[config.mk]
export PLATFORM = sky130hd
export DESIGN_NAME = radiotap_header_field_extractor_flat
export DESIGN_NICKNAME = d
export VERILOG_FILES = /design/src/sv/rhfe_pkg.sv /design/src/sv/rhfe_channels.sv /design/src/sv/radiotap_header_field_extractor.sv /design/src/sv/rhfe_front.sv /design/src/sv/rhfe_queue.sv /design/src/sv/rhfe_back.sv /design/src/flat_wrapper.sv
export VERILOG_INCLUDE_DIRS = /design/src /design/src/sv
export SDC_FILE = /design/constraint.sdc
export NUM_CORES = 1
export LEC_CHECK = 0
export BUFFER_PORTS_ARGS = -buffer_cell sky130_fd_sc_hd__buf_2
export CELL_PAD_IN_SITES_DETAIL_PLACEMENT = 1
export CELL_PAD_IN_SITES_GLOBAL_PLACEMENT = 2
export CORE_MARGIN = 2
export CORE_UTILIZATION = 43
export CTS_CLUSTER_SIZE = 25
export DETAILED_ROUTE_END_ITERATION = 10
export GPL_TIMING_DRIVEN = 0
export PLACE_DENSITY = 0.91
export SETUP_SLACK_MARGIN = 0.2
export SYNTH_ARGS = -nofsm -noshare
export SYNTH_HDL_FRONTEND = slang
export SYNTH_SLANG_ARGS = --single-unit
[constraint.sdc]
create_clock -name clock -period 12.34 [get_ports clock]
set_input_delay 2.468 -clock clock [delete_from_list [all_inputs] [get_ports clock]]
set_output_delay 2.468 -clock clock [all_outputs]
set_load 0.05 [all_outputs]
[src/sv/radiotap_header_field_extractor_defines.svh]
// Assertion macros shared by the radiotap header field extractor modules.
// Included by the files that carry concurrent assertions; no other dependencies.
`ifndef RADIOTAP_HEADER_FIELD_EXTRACTOR_DEFINES_SVH
`define RADIOTAP_HEADER_FIELD_EXTRACTOR_DEFINES_SVH

// Checks that an expression holds at every clock edge outside reset.
`define RHFE_ASSERT_ALWAYS(label, clk, rst, expr, msg) \
   label: assert property (@(posedge clk) disable iff (rst) (expr)) else $error(msg);

// Checks that a condition implies a consequence in the same cycle.
`define RHFE_ASSERT_IMPLIES(label, clk, rst, ante, cons, msg) \
   label: assert property (@(posedge clk) disable iff (rst) (ante) |-> (cons)) else $error(msg);

// Checks that a condition implies a consequence in the next cycle.
`define RHFE_ASSERT_NEXT(label, clk, rst, ante, cons, msg) \
   label: assert property (@(posedge clk) disable iff (rst) (ante) |=> (cons)) else $error(msg);

`endif

[src/sv/rhfe_pkg.sv]
// Package of the radiotap header field extractor: item type, header constants
// and the field offset function. Depends on nothing.
`timescale 1ns / 1ps
`default_nettype none

package rhfe_pkg;

   typedef logic [15:0] pos_type;

   // Fixed byte positions of the radiotap header.
   localparam pos_type HDR_LEN_LO_POS  = 16'd2;
   localparam pos_type HDR_LEN_HI_POS  = 16'd3;
   localparam pos_type PRESENT_POS     = 16'd4;
   localparam pos_type PRESENT_TOP_POS = 16'd7;
   localparam pos_type FIELD_BASE_POS  = 16'd8;
   localparam pos_type POS_MAX         = 16'hFFFF;
   localparam logic [16:0] MIN_PKT_LEN = 17'd8;
   localparam logic [16:0] EXT_WORD_LEN = 17'd4;
   localparam logic [16:0] EXT_WORD_TOP = 17'd3;

   // Bit of the flags byte that marks a trailing FCS.
   localparam int FLAG_FCS_BIT = 4;
   // Bit 31 of a present word sits in bit 7 of its top byte.
   localparam int PRESENT_EXT_BIT = 7;

   // Present bitmap bits that are tracked.
   localparam int PRES_TSFT    = 0;
   localparam int PRES_FLAGS   = 1;
   localparam int PRES_RATE    = 2;
   localparam int PRES_CHANNEL = 3;
   localparam int PRES_FHSS    = 4;
   localparam int PRES_SIGNAL  = 5;

   // One classified packet byte travelling from the front to the back.
   typedef struct packed {
      logic [7:0] data;
      logic       cap_fcs;
      logic       cap_sig;
      logic       last;
      logic       short_pkt;
   } item_type;

   // Field positions relative to the 8-byte aligned base of the field area.
   typedef struct packed {
      logic [4:0] flags_off;
      logic [4:0] sig_off;
   } offs_type;

   // Walks the fixed-size fields that precede the signal byte. Alignment is
   // preserved because the base that these offsets add to is a multiple of 8.
   function automatic offs_type field_offsets(input logic [2:0] start_lo,
                                              input logic [5:0] present);
      logic [4:0] p;
      offs_type   o;
      p = {2'b00, start_lo};
      if (present[PRES_TSFT]) begin
         p = ((p + 5'd7) & 5'b11000) + 5'd8;
      end
      o.flags_off = p;
      if (present[PRES_FLAGS]) begin
         p = p + 5'd1;
      end
      if (present[PRES_RATE]) begin
         p = p + 5'd1;
      end
      if (present[PRES_CHANNEL]) begin
         p = ((p + 5'd1) & 5'b11110) + 5'd4;
      end
      if (present[PRES_FHSS]) begin
         p = p + 5'd2;
      end
      o.sig_off = p;
      return o;
   endfunction

endpackage

`default_nettype wire

[src/sv/rhfe_channels.sv]
// Handshake channels of the radiotap header field extractor: packet bytes in,
// parse results out. Depends on nothing.
`timescale 1ns / 1ps
`default_nettype none

interface rhfe_req_if;
   logic       valid;
   logic       ready;
   logic [7:0] data_byte;
   logic       last_byte;

   modport source (output valid, output data_byte, output last_byte, input ready);
   modport sink (input valid, input data_byte, input last_byte, output ready);
endinterface

interface rhfe_rsp_if;
   logic              valid;
   logic              ready;
   logic              has_fcs;
   logic signed [7:0] signal_dbm;
   logic              signal_valid;

   modport source (output valid, output has_fcs, output signal_dbm, output signal_valid,
                   input ready);
   modport sink (input valid, input has_fcs, input signal_dbm, input signal_valid,
                 output ready);
endinterface

`default_nettype wire

[src/sv/radiotap_header_field_extractor.sv]
// Top level of the radiotap header field extractor: front classifier, queue
// and back part. Depends on rhfe_pkg, rhfe_channels and the three submodules.
//
//   Channel   Direction  Moves
//   req_ch    in         one packet byte and its last-byte mark per item
//   rsp_ch    out        has_fcs, signal_dbm, signal_valid once per packet
//
// One byte is accepted per cycle while the queue is not full; a packet's last
// byte passes through the queue and the back builds its result in the output
// register when it is free. The front compares the byte position with the
// header layout combinationally; the back applies the captures via a two-entry queue.
// Reset is synchronous and clears positions, queue and capture state at once.
// A stalled result holds only a last byte in the back; the queue then fills
// and req_ch.ready drops until rsp_ch takes the result.
`timescale 1ns / 1ps
`default_nettype none

module radiotap_header_field_extractor import rhfe_pkg::*; #(
   parameter int QUEUE_DEPTH = 2
) (
   input  wire logic  clock,
   input  wire logic  reset,
   rhfe_req_if.sink   req_ch,
   rhfe_rsp_if.source rsp_ch
);

   item_type front_item;
   item_type back_item;
   logic     accept;
   logic     q_full;
   logic     q_empty;
   logic     q_pop;

   // Input handshake: bytes go straight into the queue.
   assign req_ch.ready = !q_full;
   assign accept       = req_ch.valid && !q_full;

   rhfe_front u_front (
      .clock     (clock),
      .reset     (reset),
      .accept    (accept),
      .data_byte (req_ch.data_byte),
      .last_byte (req_ch.last_byte),
      .item      (front_item)
   );

   rhfe_queue #(
      .DEPTH (QUEUE_DEPTH)
   ) u_queue (
      .clock     (clock),
      .reset     (reset),
      .push      (accept),
      .push_item (front_item),
      .full      (q_full),
      .pop       (q_pop),
      .pop_item  (back_item),
      .empty     (q_empty)
   );

   rhfe_back u_back (
      .clock            (clock),
      .reset            (reset),
      .item_valid       (!q_empty),
      .item             (back_item),
      .pop              (q_pop),
      .rsp_valid        (rsp_ch.valid),
      .rsp_ready        (rsp_ch.ready),
      .rsp_has_fcs      (rsp_ch.has_fcs),
      .rsp_signal_dbm   (rsp_ch.signal_dbm),
      .rsp_signal_valid (rsp_ch.signal_valid)
   );

endmodule

`default_nettype wire

[src/sv/rhfe_front.sv]
// Front part: tracks the byte position and header layout and classifies each
// accepted byte. Depends on rhfe_pkg.
`timescale 1ns / 1ps
`default_nettype none

module rhfe_front import rhfe_pkg::*; (
   input  wire logic       clock,
   input  wire logic       reset,
   input  wire logic       accept,
   input  wire logic [7:0] data_byte,
   input  wire logic       last_byte,
   output item_type        item
);

   pos_type    pos_ff, pos_in;
   pos_type    hlen_ff, hlen_in;
   logic [5:0] present_ff, present_in;
   logic       ext_ff, ext_in;
   pos_type    fstart_ff, fstart_in;

   logic        past_base;
   logic        fit_fail;
   logic        ext_word_end;
   logic        fields_live;
   offs_type    offs;
   logic [16:0] pos17, hl17, base17, flags_pos, sig_pos, length;
   logic        has_flags, flags_fit, flags_ok;

   // Common widened views of the position and header length.
   assign pos17       = {1'b0, pos_ff};
   assign hl17        = {1'b0, hlen_ff};
   assign past_base   = pos_ff >= FIELD_BASE_POS;
   assign fit_fail    = ({1'b0, fstart_ff} + EXT_WORD_LEN) > hl17;
   assign ext_word_end = pos17 == ({1'b0, fstart_ff} + EXT_WORD_TOP);

   // Field placement is active once the extension words are behind us. On the
   // byte that ends an extension word no field can lie, so it is left out.
   assign fields_live = past_base && (!ext_ff || fit_fail);

   // Header length, present bits and extension word skipping.
   always_comb begin
      hlen_in    = hlen_ff;
      present_in = present_ff;
      ext_in     = ext_ff;
      fstart_in  = fstart_ff;
      if (pos_ff == HDR_LEN_LO_POS) begin
         hlen_in = {hlen_ff[15:8], data_byte};
      end
      if (pos_ff == HDR_LEN_HI_POS) begin
         hlen_in = {data_byte, hlen_ff[7:0]};
      end
      if (pos_ff == PRESENT_POS) begin
         present_in = data_byte[5:0];
      end
      if (pos_ff == PRESENT_TOP_POS) begin
         ext_in = data_byte[PRESENT_EXT_BIT];
      end
      if (past_base && ext_ff) begin
         if (fit_fail) begin
            ext_in = 1'b0;
         end else if (ext_word_end) begin
            ext_in    = data_byte[PRESENT_EXT_BIT];
            fstart_in = fstart_ff + 16'd4;
         end
      end
   end

   // Positions of the flags and signal bytes.
   assign offs      = field_offsets(fstart_ff[2:0], present_ff);
   assign base17    = {1'b0, fstart_ff[15:3], 3'b000};
   assign flags_pos = base17 + {12'd0, offs.flags_off};
   assign sig_pos   = base17 + {12'd0, offs.sig_off};
   assign has_flags = present_ff[PRES_FLAGS];
   assign flags_fit = flags_pos < hl17;
   assign flags_ok  = !has_flags || flags_fit;
   assign length    = pos17 + 17'd1;

   // Classification of the current byte.
   always_comb begin
      item.data      = data_byte;
      item.last      = last_byte;
      item.cap_fcs   = fields_live && has_flags && flags_fit && (pos17 == flags_pos);
      item.cap_sig   = fields_live && flags_ok && present_ff[PRES_SIGNAL] &&
                       (sig_pos < hl17) && (pos17 == sig_pos);
      item.short_pkt = (length < MIN_PKT_LEN) || (length < hl17);
   end

   // The position saturates; the last byte of a packet restores the reset state.
   assign pos_in = (pos_ff == POS_MAX) ? pos_ff : pos_ff + 16'd1;

   always_ff @(posedge clock) begin
      if (reset || (accept && last_byte)) begin
         pos_ff     <= '0;
         hlen_ff    <= '0;
         present_ff <= '0;
         ext_ff     <= 1'b0;
         fstart_ff  <= FIELD_BASE_POS;
      end else if (accept) begin
         pos_ff     <= pos_in;
         hlen_ff    <= hlen_in;
         present_ff <= present_in;
         ext_ff     <= ext_in;
         fstart_ff  <= fstart_in;
      end
   end

endmodule

`default_nettype wire

[src/sv/rhfe_queue.sv]
// Short queue of classified bytes between the front and the back part.
// Depends on rhfe_pkg and the assertion macros.
`timescale 1ns / 1ps
`default_nettype none
`include "radiotap_header_field_extractor_defines.svh"

module rhfe_queue import rhfe_pkg::*; #(
   parameter int DEPTH = 2
) (
   input  wire logic clock,
   input  wire logic reset,
   input  wire logic push,
   input  item_type  push_item,
   output logic      full,
   input  wire logic pop,
   output item_type  pop_item,
   output logic      empty
);

   localparam int PTR_W = (DEPTH > 1) ? $clog2(DEPTH) : 1;
   localparam int CNT_W = $clog2(DEPTH + 1);
   localparam logic [PTR_W-1:0] LAST_IDX = PTR_W'(DEPTH - 1);
   localparam logic [CNT_W-1:0] FULL_CNT = CNT_W'(DEPTH);

   item_type         slot_ff [DEPTH];
   logic [PTR_W-1:0] wr_ptr_ff, wr_ptr_in;
   logic [PTR_W-1:0] rd_ptr_ff, rd_ptr_in;
   logic [CNT_W-1:0] count_ff, count_in;

   assign full     = count_ff == FULL_CNT;
   assign empty    = count_ff == '0;
   assign pop_item = slot_ff[rd_ptr_ff];

   // Pointer wrap and occupancy.
   always_comb begin
      wr_ptr_in = wr_ptr_ff;
      rd_ptr_in = rd_ptr_ff;
      count_in  = count_ff;
      if (push) begin
         wr_ptr_in = (wr_ptr_ff == LAST_IDX) ? '0 : wr_ptr_ff + 1'b1;
      end
      if (pop) begin
         rd_ptr_in = (rd_ptr_ff == LAST_IDX) ? '0 : rd_ptr_ff + 1'b1;
      end
      if (push && !pop) begin
         count_in = count_ff + 1'b1;
      end else if (pop && !push) begin
         count_in = count_ff - 1'b1;
      end
   end

   always_ff @(posedge clock) begin
      if (reset) begin
         wr_ptr_ff <= '0;
         rd_ptr_ff <= '0;
         count_ff  <= '0;
      end else begin
         wr_ptr_ff <= wr_ptr_in;
         rd_ptr_ff <= rd_ptr_in;
         count_ff  <= count_in;
      end
   end

   // Slot storage carries no reset.
   always_ff @(posedge clock) begin
      if (push) begin
         slot_ff[wr_ptr_ff] <= push_item;
      end
   end

   // Occupancy stays in range and grows on a push without a pop.
   `RHFE_ASSERT_ALWAYS(a_count_range, clock, reset, count_ff <= FULL_CNT, "queue overfilled")
   `RHFE_ASSERT_NEXT(a_count_grow, clock, reset, push && !pop, count_ff == $past(count_ff) + 1'b1, "queue count did not grow")

endmodule

`default_nettype wire

[src/sv/rhfe_back.sv]
// Back part: applies the captures of each classified byte and builds the
// result at a packet's last byte in an output register. Depends on rhfe_pkg
// and the assertion macros.
`timescale 1ns / 1ps
`default_nettype none
`include "radiotap_header_field_extractor_defines.svh"

module rhfe_back import rhfe_pkg::*; (
   input  wire logic         clock,
   input  wire logic         reset,
   input  wire logic         item_valid,
   input  item_type          item,
   output logic              pop,
   output logic              rsp_valid,
   input  wire logic         rsp_ready,
   output logic              rsp_has_fcs,
   output logic signed [7:0] rsp_signal_dbm,
   output logic              rsp_signal_valid
);

   logic              fcs_ff, fcs_in;
   logic [7:0]        sigv_ff, sigv_in;
   logic              found_ff, found_in;
   logic              rsp_valid_ff, rsp_valid_in;
   logic              has_fcs_ff;
   logic signed [7:0] dbm_ff;
   logic              sig_ok_ff;
   logic              out_free;
   logic              emit;
   logic              keep;

   // A last byte waits until the output register is free or being emptied.
   assign out_free = !rsp_valid_ff || rsp_ready;
   assign pop      = item_valid && (!item.last || out_free);
   assign emit     = pop && item.last;
   assign keep     = !item.short_pkt;

   // Captures of the current byte.
   always_comb begin
      fcs_in   = item.cap_fcs ? item.data[FLAG_FCS_BIT] : fcs_ff;
      sigv_in  = item.cap_sig ? item.data : sigv_ff;
      found_in = item.cap_sig ? 1'b1 : found_ff;
   end

   assign rsp_valid_in = emit ? 1'b1 : (rsp_ready ? 1'b0 : rsp_valid_ff);

   // Per-packet capture state, cleared when the result is built.
   always_ff @(posedge clock) begin
      if (reset || emit) begin
         fcs_ff   <= 1'b0;
         sigv_ff  <= '0;
         found_ff <= 1'b0;
      end else if (pop) begin
         fcs_ff   <= fcs_in;
         sigv_ff  <= sigv_in;
         found_ff <= found_in;
      end
   end

   // Output register valid flag.
   always_ff @(posedge clock) begin
      if (reset) begin
         rsp_valid_ff <= 1'b0;
      end else begin
         rsp_valid_ff <= rsp_valid_in;
      end
   end

   // Result payload; a short packet gives all zero.
   always_ff @(posedge clock) begin
      if (emit) begin
         has_fcs_ff <= keep && fcs_in;
         dbm_ff     <= (keep && found_in) ? sigv_in : 8'sd0;
         sig_ok_ff  <= keep && found_in;
      end
   end

   assign rsp_valid        = rsp_valid_ff;
   assign rsp_has_fcs      = has_fcs_ff;
   assign rsp_signal_dbm   = dbm_ff;
   assign rsp_signal_valid = sig_ok_ff;

   // A waiting result is never overwritten, and an absent signal reads as zero.
   `RHFE_ASSERT_IMPLIES(a_no_overwrite, clock, reset, emit, out_free, "result overwritten")
   `RHFE_ASSERT_IMPLIES(a_sig_clear, clock, reset, !found_ff, sigv_ff == 8'd0, "stale signal value")
   `RHFE_ASSERT_IMPLIES(a_dbm_zero, clock, reset, rsp_valid_ff && !sig_ok_ff, dbm_ff == 8'sd0, "signal without valid")

endmodule

`default_nettype wire
[src/flat_wrapper.sv]
// flat-port wrapper written by rule: the top's interface ports become plain ports
module radiotap_header_field_extractor_flat import rhfe_pkg::*;
#(
   parameter int QUEUE_DEPTH = 2
)
  (clock, reset, req_ch_valid, req_ch_data_byte, req_ch_last_byte, req_ch_ready, rsp_ch_valid, rsp_ch_has_fcs, rsp_ch_signal_dbm, rsp_ch_signal_valid, rsp_ch_ready);
  rhfe_req_if req_ch_i ();
  rhfe_rsp_if rsp_ch_i ();
  input  wire logic clock;
  input  wire logic reset;
  input wire logic [$bits(req_ch_i.valid)-1:0] req_ch_valid;
  input wire logic [$bits(req_ch_i.data_byte)-1:0] req_ch_data_byte;
  input wire logic [$bits(req_ch_i.last_byte)-1:0] req_ch_last_byte;
  output wire logic [$bits(req_ch_i.ready)-1:0] req_ch_ready;
  output wire logic [$bits(rsp_ch_i.valid)-1:0] rsp_ch_valid;
  output wire logic [$bits(rsp_ch_i.has_fcs)-1:0] rsp_ch_has_fcs;
  output wire logic [$bits(rsp_ch_i.signal_dbm)-1:0] rsp_ch_signal_dbm;
  output wire logic [$bits(rsp_ch_i.signal_valid)-1:0] rsp_ch_signal_valid;
  input wire logic [$bits(rsp_ch_i.ready)-1:0] rsp_ch_ready;
  assign req_ch_i.valid = req_ch_valid;
  assign req_ch_i.data_byte = req_ch_data_byte;
  assign req_ch_i.last_byte = req_ch_last_byte;
  assign req_ch_ready = req_ch_i.ready;
  assign rsp_ch_valid = rsp_ch_i.valid;
  assign rsp_ch_has_fcs = rsp_ch_i.has_fcs;
  assign rsp_ch_signal_dbm = rsp_ch_i.signal_dbm;
  assign rsp_ch_signal_valid = rsp_ch_i.signal_valid;
  assign rsp_ch_i.ready = rsp_ch_ready;
  radiotap_header_field_extractor #(.QUEUE_DEPTH(QUEUE_DEPTH)) u_core (.clock(clock), .reset(reset), .req_ch(req_ch_i), .rsp_ch(rsp_ch_i));
endmodule
==> summary.md, run 1 <==
| Metric | Value |
|---|---|
| Die width | `135 um` |
| I/O pins | `25` |
| CTS Buf Count | `9` |
| # diodes | `0` |
| Req. time, crit path | `12420 ps` |
| Post-synth net total | `914` |
| Cells after DPL | `1070` |
| Overflow after GRT | `0` |
| Post-cts hold buffer count | `0` |
| Number of synthesized flops with an enable pin | `34` |
| Pre-antenna DRT Iters | `5` |
| Slew headroom | `34.8%` |
| CP arrival | `6170 ps` |
| Cell Area, Synth | `between 0.007 and 0.008 mm^2` |
| Worst r2r dst | `u_core.u_queue.slot_ff[1][2]` |
| CP Max Fanout | `7` |
| Commonest non-fill, non-tap cell in the layout | `nor2_1` |
| Vias in the first global route | `6645` |
| Row cnt | `47` |
| RSZ-0062 raised after global routing | `no` |
| Achievable frequency | `0.164 GHz` |
| Worst Skew | `~13 ps` |
| Clk buf depth | `2` |
| Yosys cell types | `70` |
| Starting Density | `44.1%` |
| Syn_area_per_cell | `between 8 and 9 um^2` |
| Setup TNS Final | `0 ps` |
| Final Setup Violations | `0` |
| Clock latency on the worst-skew pair | `~360 ps` |
| Final period util | `49.3%` |
| Final Slew Violations | `0` |
| Routed WL per cell | `22.2 um` |
| Max Cap Viol | `0` |
| Worst-path clk slew | `90 ps` |
| Vias/cell | `5.88` |
| Antenna violations before repair | `0` |
| Power density over cell area | `119 mW/mm^2` |
| CP endpoint kind | `register` |
| Worst setup startpoint | `u_core.u_front.present_ff[1]` |
| Commonest non-fill, non-tap cells in the layout | `nor2_1, ha_1, dfxtp_1, xnor2_1, a21oi_1` |
| Top_reg_cell synth | `dfxtp_1` |
| Via count | `6390` |
| Setup CP Type | `reg -> reg` |
| LEAKAGE | `3.22 nW` |
| Core area | `0.0167 mm^2` |
| # port buffers | `23` |
| Synthesis Warnings | `0` |
| Critical Path Source Type | `register` |
| Hold Fails Final Rpt | `0` |
| Non-filler cells, final | `1086` |
| Layout cells sized above 1 | `9.35%` |
| CTS root buf | `clkbuf_16` |
| Worst hold path class | `reg -> reg` |
| Mapped Cells | `between 800 and 900` |
| Routability cong. | `between 0.9 and 1` |
| H-Tree Depth | `3` |
| Cell count of the worst reg-to-reg path | `22` |
| Critical path endpoint | `u_core.u_queue.slot_ff[1][2]` |
| Final HPWL DP | `19.0 mm` |
| Final Critical Period | `6090 ps` |
| Async S/R FF share, synth | `0%` |
| DR DRC count | `0` |
| First-pass GRT wire length | `37.5 mm` |
| VDD IR-drop max | `84.1 uV` |
| CTS resizes | `0` |
| Die height | `135 um` |
| Sink Count | `just over 100` |
| Largest net degree at the start of global routing | `22` |
| Setup bufs post-CTS | `0` |
| Power, Total | `around 960 uW` |
| Yosys reg bits | `103` |
| Sequential area share after synthesis | `32.6%` |
| CTS tree | `yes` |
| Gr usage total | `a little over a quarter` |
| Die ar. | `0.0182 mm^2` |
| Final #Nets | `948` |
| DRT Wirelength | `24.1 mm` |
| Fillers | `1976` |
| Worst reg2reg path startpoint | `u_core.u_front.present_ff[1]` |
| DRT antenna net count | `0` |
| Area growth, synth to finish | `9.38%` |
| Run status | `finished clean` |
| Hold Crit Depth | `2` |
| Worst-margin pin slew | `975 ps` |
| R2R Setup Slk | `6250 ps` |
| DRT iter0 DRCs | `317` |
registers in the layout, indices dropped and copies added (netlist names), named ones only:
register,flops
u_core.u_queue.slot_ff,24
u_core.u_front.hlen_ff,16
u_core.u_front.pos_ff,16
u_core.u_front.fstart_ff,14
u_core.u_back.rsp_signal_dbm,8
u_core.u_back.sigv_ff,8
u_core.u_front.present_ff,6
u_core.u_queue.count_ff,2
u_core.u_back.fcs_ff,1
u_core.u_back.found_ff,1
u_core.u_back.rsp_has_fcs,1
u_core.u_back.rsp_signal_valid,1
u_core.u_back.rsp_valid,1
u_core.u_front.ext_ff,1
u_core.u_queue.rd_ptr_ff,1
u_core.u_queue.wr_ptr_ff,1
cell families after synthesis:
kind of cell | count (synthesis) | synth area share (%)
multiplexers | 39 | 5.33
AO/OA/AOI/OAI | 145 | 13.2
adder cells (fa/ha/maj) | 74 | 12.8
flip-flops | 103 | 32.6
XOR/XNOR | 97 | 11.6
AND/OR/NAND/NOR | 289 | 20.0
buffers and inverters | 80 | 4.56
power by group:
| part | total [mW] | switching (mW) | internal, mW |
|---|---|---|---|
| Clock | 0.299 | 0.152 | 0.146 |
| Combinational | 0.247 | 0.174 | 0.0727 |
| Sequential | 0.418 | 0.0196 | 0.398 |
| Total | 0.963 | 0.346 | 0.617 |
routing by layer:
layer / share of wire (%) / up-vias / GRT usage (%)
met1: 44 / 3199 / 33.3
met2: 51 / 115 / 49.8
li1: - / 3044 / -
met5: 0 / - / 0
met3: 2.6 / 32 / 2.93
met4: 3.0 / 0 / 8.91
worst max-delay path: stages (launching register included):
cell       delay, ps
dfxtp_1          520
inv_1            130
ha_1             350
nand2_1          120
xor2_1           290
inv_1             80
ha_1             310
nand4_1          120
xnor2_1          170
nand2_1           80
xnor2_1          300
ha_1             300
a21oi_1          440
nor3_1           140
xor2_1           190
ha_1             330
a21o_1           170
a21o_1           170
a2111oi_0        430
o32ai_1          160
nor4b_1          340
nand4b_1         170
nor4_1           500
synth_stat cells, types with 6 or more instances:
| master | number | area [um^2] |
|---|---|---|
| clkbuf_1 | 18 | 67.6 |
| buf_2 | 17 | 85.1 |
| mux2i_1 | 37 | 370 |
| nand3_1 | 32 | 160 |
| a21oi_1 | 45 | 225 |
| dfxtp_1 | 69 | 1380 |
| nand4_1 | 20 | 125 |
| buf_1 | 6 | 22.5 |
| or3_1 | 11 | 68.8 |
| xnor2_1 | 63 | 552 |
| a211oi_1 | 20 | 150 |
| xor2_1 | 33 | 289 |
| o21ai_0 | 20 | 100 |
| nor2_1 | 99 | 372 |
| a2111oi_0 | 8 | 70.1 |
| edfxtp_1 | 34 | 1020 |
| and2_1 | 7 | 43.8 |
| inv_1 | 34 | 128 |
| a21o_1 | 9 | 67.6 |
| ha_1 | 72 | 901 |
| nand2b_1 | 12 | 75.1 |
| and3_1 | 8 | 50.1 |
| nor4_1 | 6 | 37.5 |
| nand2_1 | 41 | 154 |
| nor3_1 | 14 | 70.1 |
per-stage QoR:
step                      utilization (%)  hold slack [ps]  cell area [um^2]  setup WS, ps
after CTS                            48.3              505              8070          6310
after floorplan                         -              441              7370          7620
after global routing                 48.3              533              8070          5770
after detailed placement             46.5              486              7760          6360
after global placement               46.5              453              7760          6460
final                                48.3              505              8070          6250
worst min path at each step:
stage	from	to	slack, ps
floorplan	u_core.u_back.found_ff	u_core.u_back.found_ff	440
detailed placement	u_core.u_front.hlen_ff[15]	u_core.u_front.hlen_ff[15]	490
global route	u_core.u_back.sigv_ff[2]	u_core.u_back.sigv_ff[2]	530
CTS	u_core.u_front.hlen_ff[9]	u_core.u_front.hlen_ff[9]	510
global placement	u_core.u_back.found_ff	u_core.u_back.found_ff	450
finish	u_core.u_front.hlen_ff[9]	u_core.u_front.hlen_ff[9]	500
cell type report:
class	count	area (um^2)	share of cell area, %
Tap cell	220	275	3.41
Multi-Input combinational cell	644	4630	57.5
Timing Repair Buffer	23	115	1.43
Sequential cell	103	2400	29.8
Buffer	44	201	2.50
Clock buffer	9	225	2.79
Inverter	36	135	1.68
Clock inverter	7	76.3	0.946
(Power assumes the default switching activity.)
==> run 2: changes to the inputs <==
Settings changed: ABC_AREA set to 1, CORE_UTILIZATION 43 to 37, PLACE_DENSITY 0.91 to 0.86.
Clock period 12.34 ns to 5.9 ns, I/O delays scaled along.
==> run 2 against run 1 <==
Net effect: via count is 12% higher; final cell count is 26% higher; first-iteration DRC count rose by 51%; synthesized area is 2.4% higher; hold slack worse by 40 ps; clock skew about the same; critical path type unchanged; critical endpoint is now u_core.u_queue.slot_ff[0][2]; largest cell class unchanged; largest power group unchanged.
==> summary.md, run 2 <==
| Metric | Value |
|---|---|
| Run status | `finished clean` |
| Clk buf depth | `2` |
| Routability cong. | `0.859` |
| DRT iter0 DRCs | `478` |
| Layout cells sized above 1 | `9.02%` |
| Max Cap Viol | `0` |
| Clock latency on the worst-skew pair | `about 360 ps` |
| CP Max Fanout | `9` |
| CTS resizes | `0` |
| Die ar. | `approximately 0.022 mm^2` |
| Routed WL per cell | `18.8 um` |
| Hold_sp | `u_core.u_queue.rd_ptr_ff` |
| Most common cell in the netlist | `nand2_1` |
| Cell type with the largest total area after synthesis | `dfxtp_1` |
| Commonest non-fill, non-tap cell in the layout | `nand2_1` |
| Setup bufs post-CTS | `0` |
| CTS Buf Count | `9` |
| CTS root buf | `clkbuf_16` |
| Post-synthesis xor/xnor area fraction | `5.40%` |
| Place WS | `1310 ps` |
| Top flop regs | `u_core.u_queue.slot_ff x24, u_core.u_front.hlen_ff x16, u_core.u_front.pos_ff x16` |
| LEAKAGE | `3.83 nW` |
| Min-Delay Endpoint | `u_core.u_queue.rd_ptr_ff` |
| Power density over cell area | `300 mW/mm^2` |
| Largest family of logic cells by synthesized area | `simple AND/OR/NAND/NOR gates` |
| CP endpoint kind | `register` |
| VDD IR-drop max | `151 uV` |
| Top_reg_cell synth | `dfxtp_1` |
| CP arrival | `4830 ps` |
| Final HPWL DP | `20.6 mm` |
| Achievable frequency | `0.216 GHz` |
| DRT antenna net count | `0` |
| Post-synth net total | `1145` |
| Worst Skew | `12.8 ps` |
| Area share of the largest cell type after synthesis | `18.3%` |
| Via count | `7173` |
| Cell count of the worst reg-to-reg path | `24` |
| Synth Area in Adders | `12.5%` |
| # port buffers | `24` |
| Worst-path clk slew | `approximately 80 ps` |
| Yosys cell types | `48` |
| CTS tree | `yes` |
| Starting Density | `37.6%` |
| Final Slew Violations | `0` |
| Mux cell area share after synthesis | `0.265%` |
| Die width | `147 um` |
| Worst reg2reg path startpoint | `u_core.u_front.present_ff[1]` |
| Final Setup Violations | `0` |
| Area of the multi-input gates | `0.00451 mm^2` |
| H-Tree Depth | `3` |
| Overflow after GRT | `0` |
| I/O pins | `25` |
| Gr usage total | `24.6%` |
| FF/Latch Area | `0.00240 mm^2` |
| RSZ-0062 raised after global routing | `no` |
| Final period util | `slightly below 80%` |
| Worst hold path class | `reg -> reg` |
| Setup CP Type | `reg -> reg` |
| Hold Fails Final Rpt | `0` |
| Hold Crit Depth | `1` |
| Number of synthesized flops with an enable pin | `34` |
| Vias in the first global route | `about 7300` |
| Sequential area share after synthesis | `31.8%` |
| Most common library cells after synthesis | `nand2_1, nor2_1, inv_1, a21oi_1, nand3_1` |
| First-pass GRT wire length | `~41 mm` |
| Req. time, crit path | `6110 ps` |
| Setup TNS Final | `0 ps` |
| Row cnt | `52` |
| Vias/cell | `5.24` |
| Commonest non-fill, non-tap cells in the layout | `nand2_1, nor2_1, inv_1, a21oi_1, nand3_1` |
| Mapped Cells | `1058` |
| Area growth, synth to finish | `10.2%` |
| Worst r2r dst | `u_core.u_queue.slot_ff[0][2]` |
| Max FFs per register | `24` |
| Final #Nets | `1180` |
| Antenna violations before repair | `0` |
| Fillers | `2598` |
| Synthesis Warnings | `0` |
| Slew headroom | `21.3%` |
| Async S/R FF share, synth | `0%` |
| Final Critical Period | `approximately 4600 ps` |
| Core area | `0.0201 mm^2` |
| Cell Area, Synth | `0.00755 mm^2` |
| Critical Path Source Type | `register` |
| # diodes | `0` |
| Yosys reg bits | `103` |
| Die height | `roughly 150 um` |
| Setup WS post-layout | `1280 ps` |
| Largest net degree at the start of global routing | `22` |
| Worst-margin pin slew | `1180 ps` |
| Synth area leaders | `dfxtp_1, edfxtp_1, nand2_1` |
| DRT Wirelength | `25.7 mm` |
| Top reg by flops | `u_core.u_queue.slot_ff` |
| Simple-gate share of the synthesized area | `29.4%` |
| Post-cts hold buffer count | `0` |
| Pre-antenna DRT Iters | `5` |
| Sink Count | `just over 100` |
| R2R Setup Slk | `1280 ps` |
| Util after Layout | `41.4%` |
| Post-synthesis compound-gate area fraction | `about an eighth` |
| Syn_area_per_cell | `7.14 um^2` |
| DR DRC count | `0` |
-- run 2: cell types whose count changed in the layout (fill, tap and decap cells not counted), sizes merged, moves of 37 or more --
cell,change
nand2,+206
inv,+87
xnor2,-61
nand3,+49
o21ai,+49
a21oi,+37
-- run 2: worst max-delay path, stage by stage (launching register included) --
cell,delay [ps]
dfxtp_1,430
inv_1,180
ha_1,400
a31o_2,270
ha_1,280
nand2_1,70
nand2_1,80
xnor2_1,200
ha_1,240
fa_1,240
inv_1,70
nor2_2,360
nand3_1,160
nand2_1,100
nand2_1,70
ha_1,230
nor2_1,120
nand3_1,80
nor2_1,120
nand3_1,80
nor2_1,120
nand4_1,160
nor2_1,170
nand3_1,100
nor2_1,130
-- run 2: worst max-delay path by stage --
stage / startpoint / to / slack, ps / cells after the start
after floorplan: u_core.u_front.present_ff[1] / u_core.u_queue.slot_ff[0][2] / 2220 / 27
after global placement: u_core.u_front.present_ff[1] / u_core.u_queue.slot_ff[0][2] / 1300 / 24
after detailed placement: u_core.u_front.present_ff[1] / u_core.u_queue.slot_ff[0][2] / 1310 / 24
after CTS: u_core.u_front.present_ff[1] / u_core.u_queue.slot_ff[1][2] / 1260 / 24
after global routing: u_core.u_front.present_ff[1] / u_core.u_queue.slot_ff[0][2] / 850 / 29
final: u_core.u_front.present_ff[1] / u_core.u_queue.slot_ff[0][2] / 1280 / 24
-- run 2: layer usage --
metal	up-vias	global-route usage, %	part of all wire, %
li1	3593	-	-
met4	0	4.76	1.4
met2	113	40.4	46
met3	21	3.39	3.7
met1	3446	34.8	49
met5	-	0	0
-- run 2: stage by stage --
| stage | cells | hold slack (ps) | instance area [um^2] | total power [mW] |
|---|---|---|---|---|
| 3_3_place_gp | 1352 | 435 | 8010 | 1.85 |
| 2_1_floorplan | 1058 | 425 | 7550 | 1.59 |
| 5_1_grt | 1368 | 501 | 8330 | 2.65 |
| 3_5_place_dp | 1352 | 455 | 8010 | 1.87 |
| 4_1_cts | 1368 | 467 | 8330 | 2.51 |
| 6_report | 1368 | 465 | 8330 | 2.50 |
-- run 2: kinds of logic (layout without fill, tap and decap cells) --
group,count (synthesis),in the layout
buf+inv,154,194
simple gates,507,507
flops,103,103
compound gates,173,173
fa+ha+maj,74,74
mux,2,2
xor+xnor,45,45
-- run 2: power breakdown --
part | switching, mW | internal, mW | total, mW
Combinational | 0.649 | 0.266 | 0.915
Sequential | 0.0772 | 0.869 | 0.946
Clock | 0.331 | 0.303 | 0.634
-- run 2: cell type report --
| type | instances | share of cell area, % |
|---|---|---|
| inverters | 128 | 5.77 |
| flip-flops and latches | 103 | 28.9 |
| multi-input cells | 801 | 54.2 |
| repair buffers | 24 | 1.44 |
| plain buffers | 26 | 1.88 |
| clock buffers | 9 | 2.71 |
| well taps | 270 | 4.06 |
| clock inverters | 7 | 1.08 |
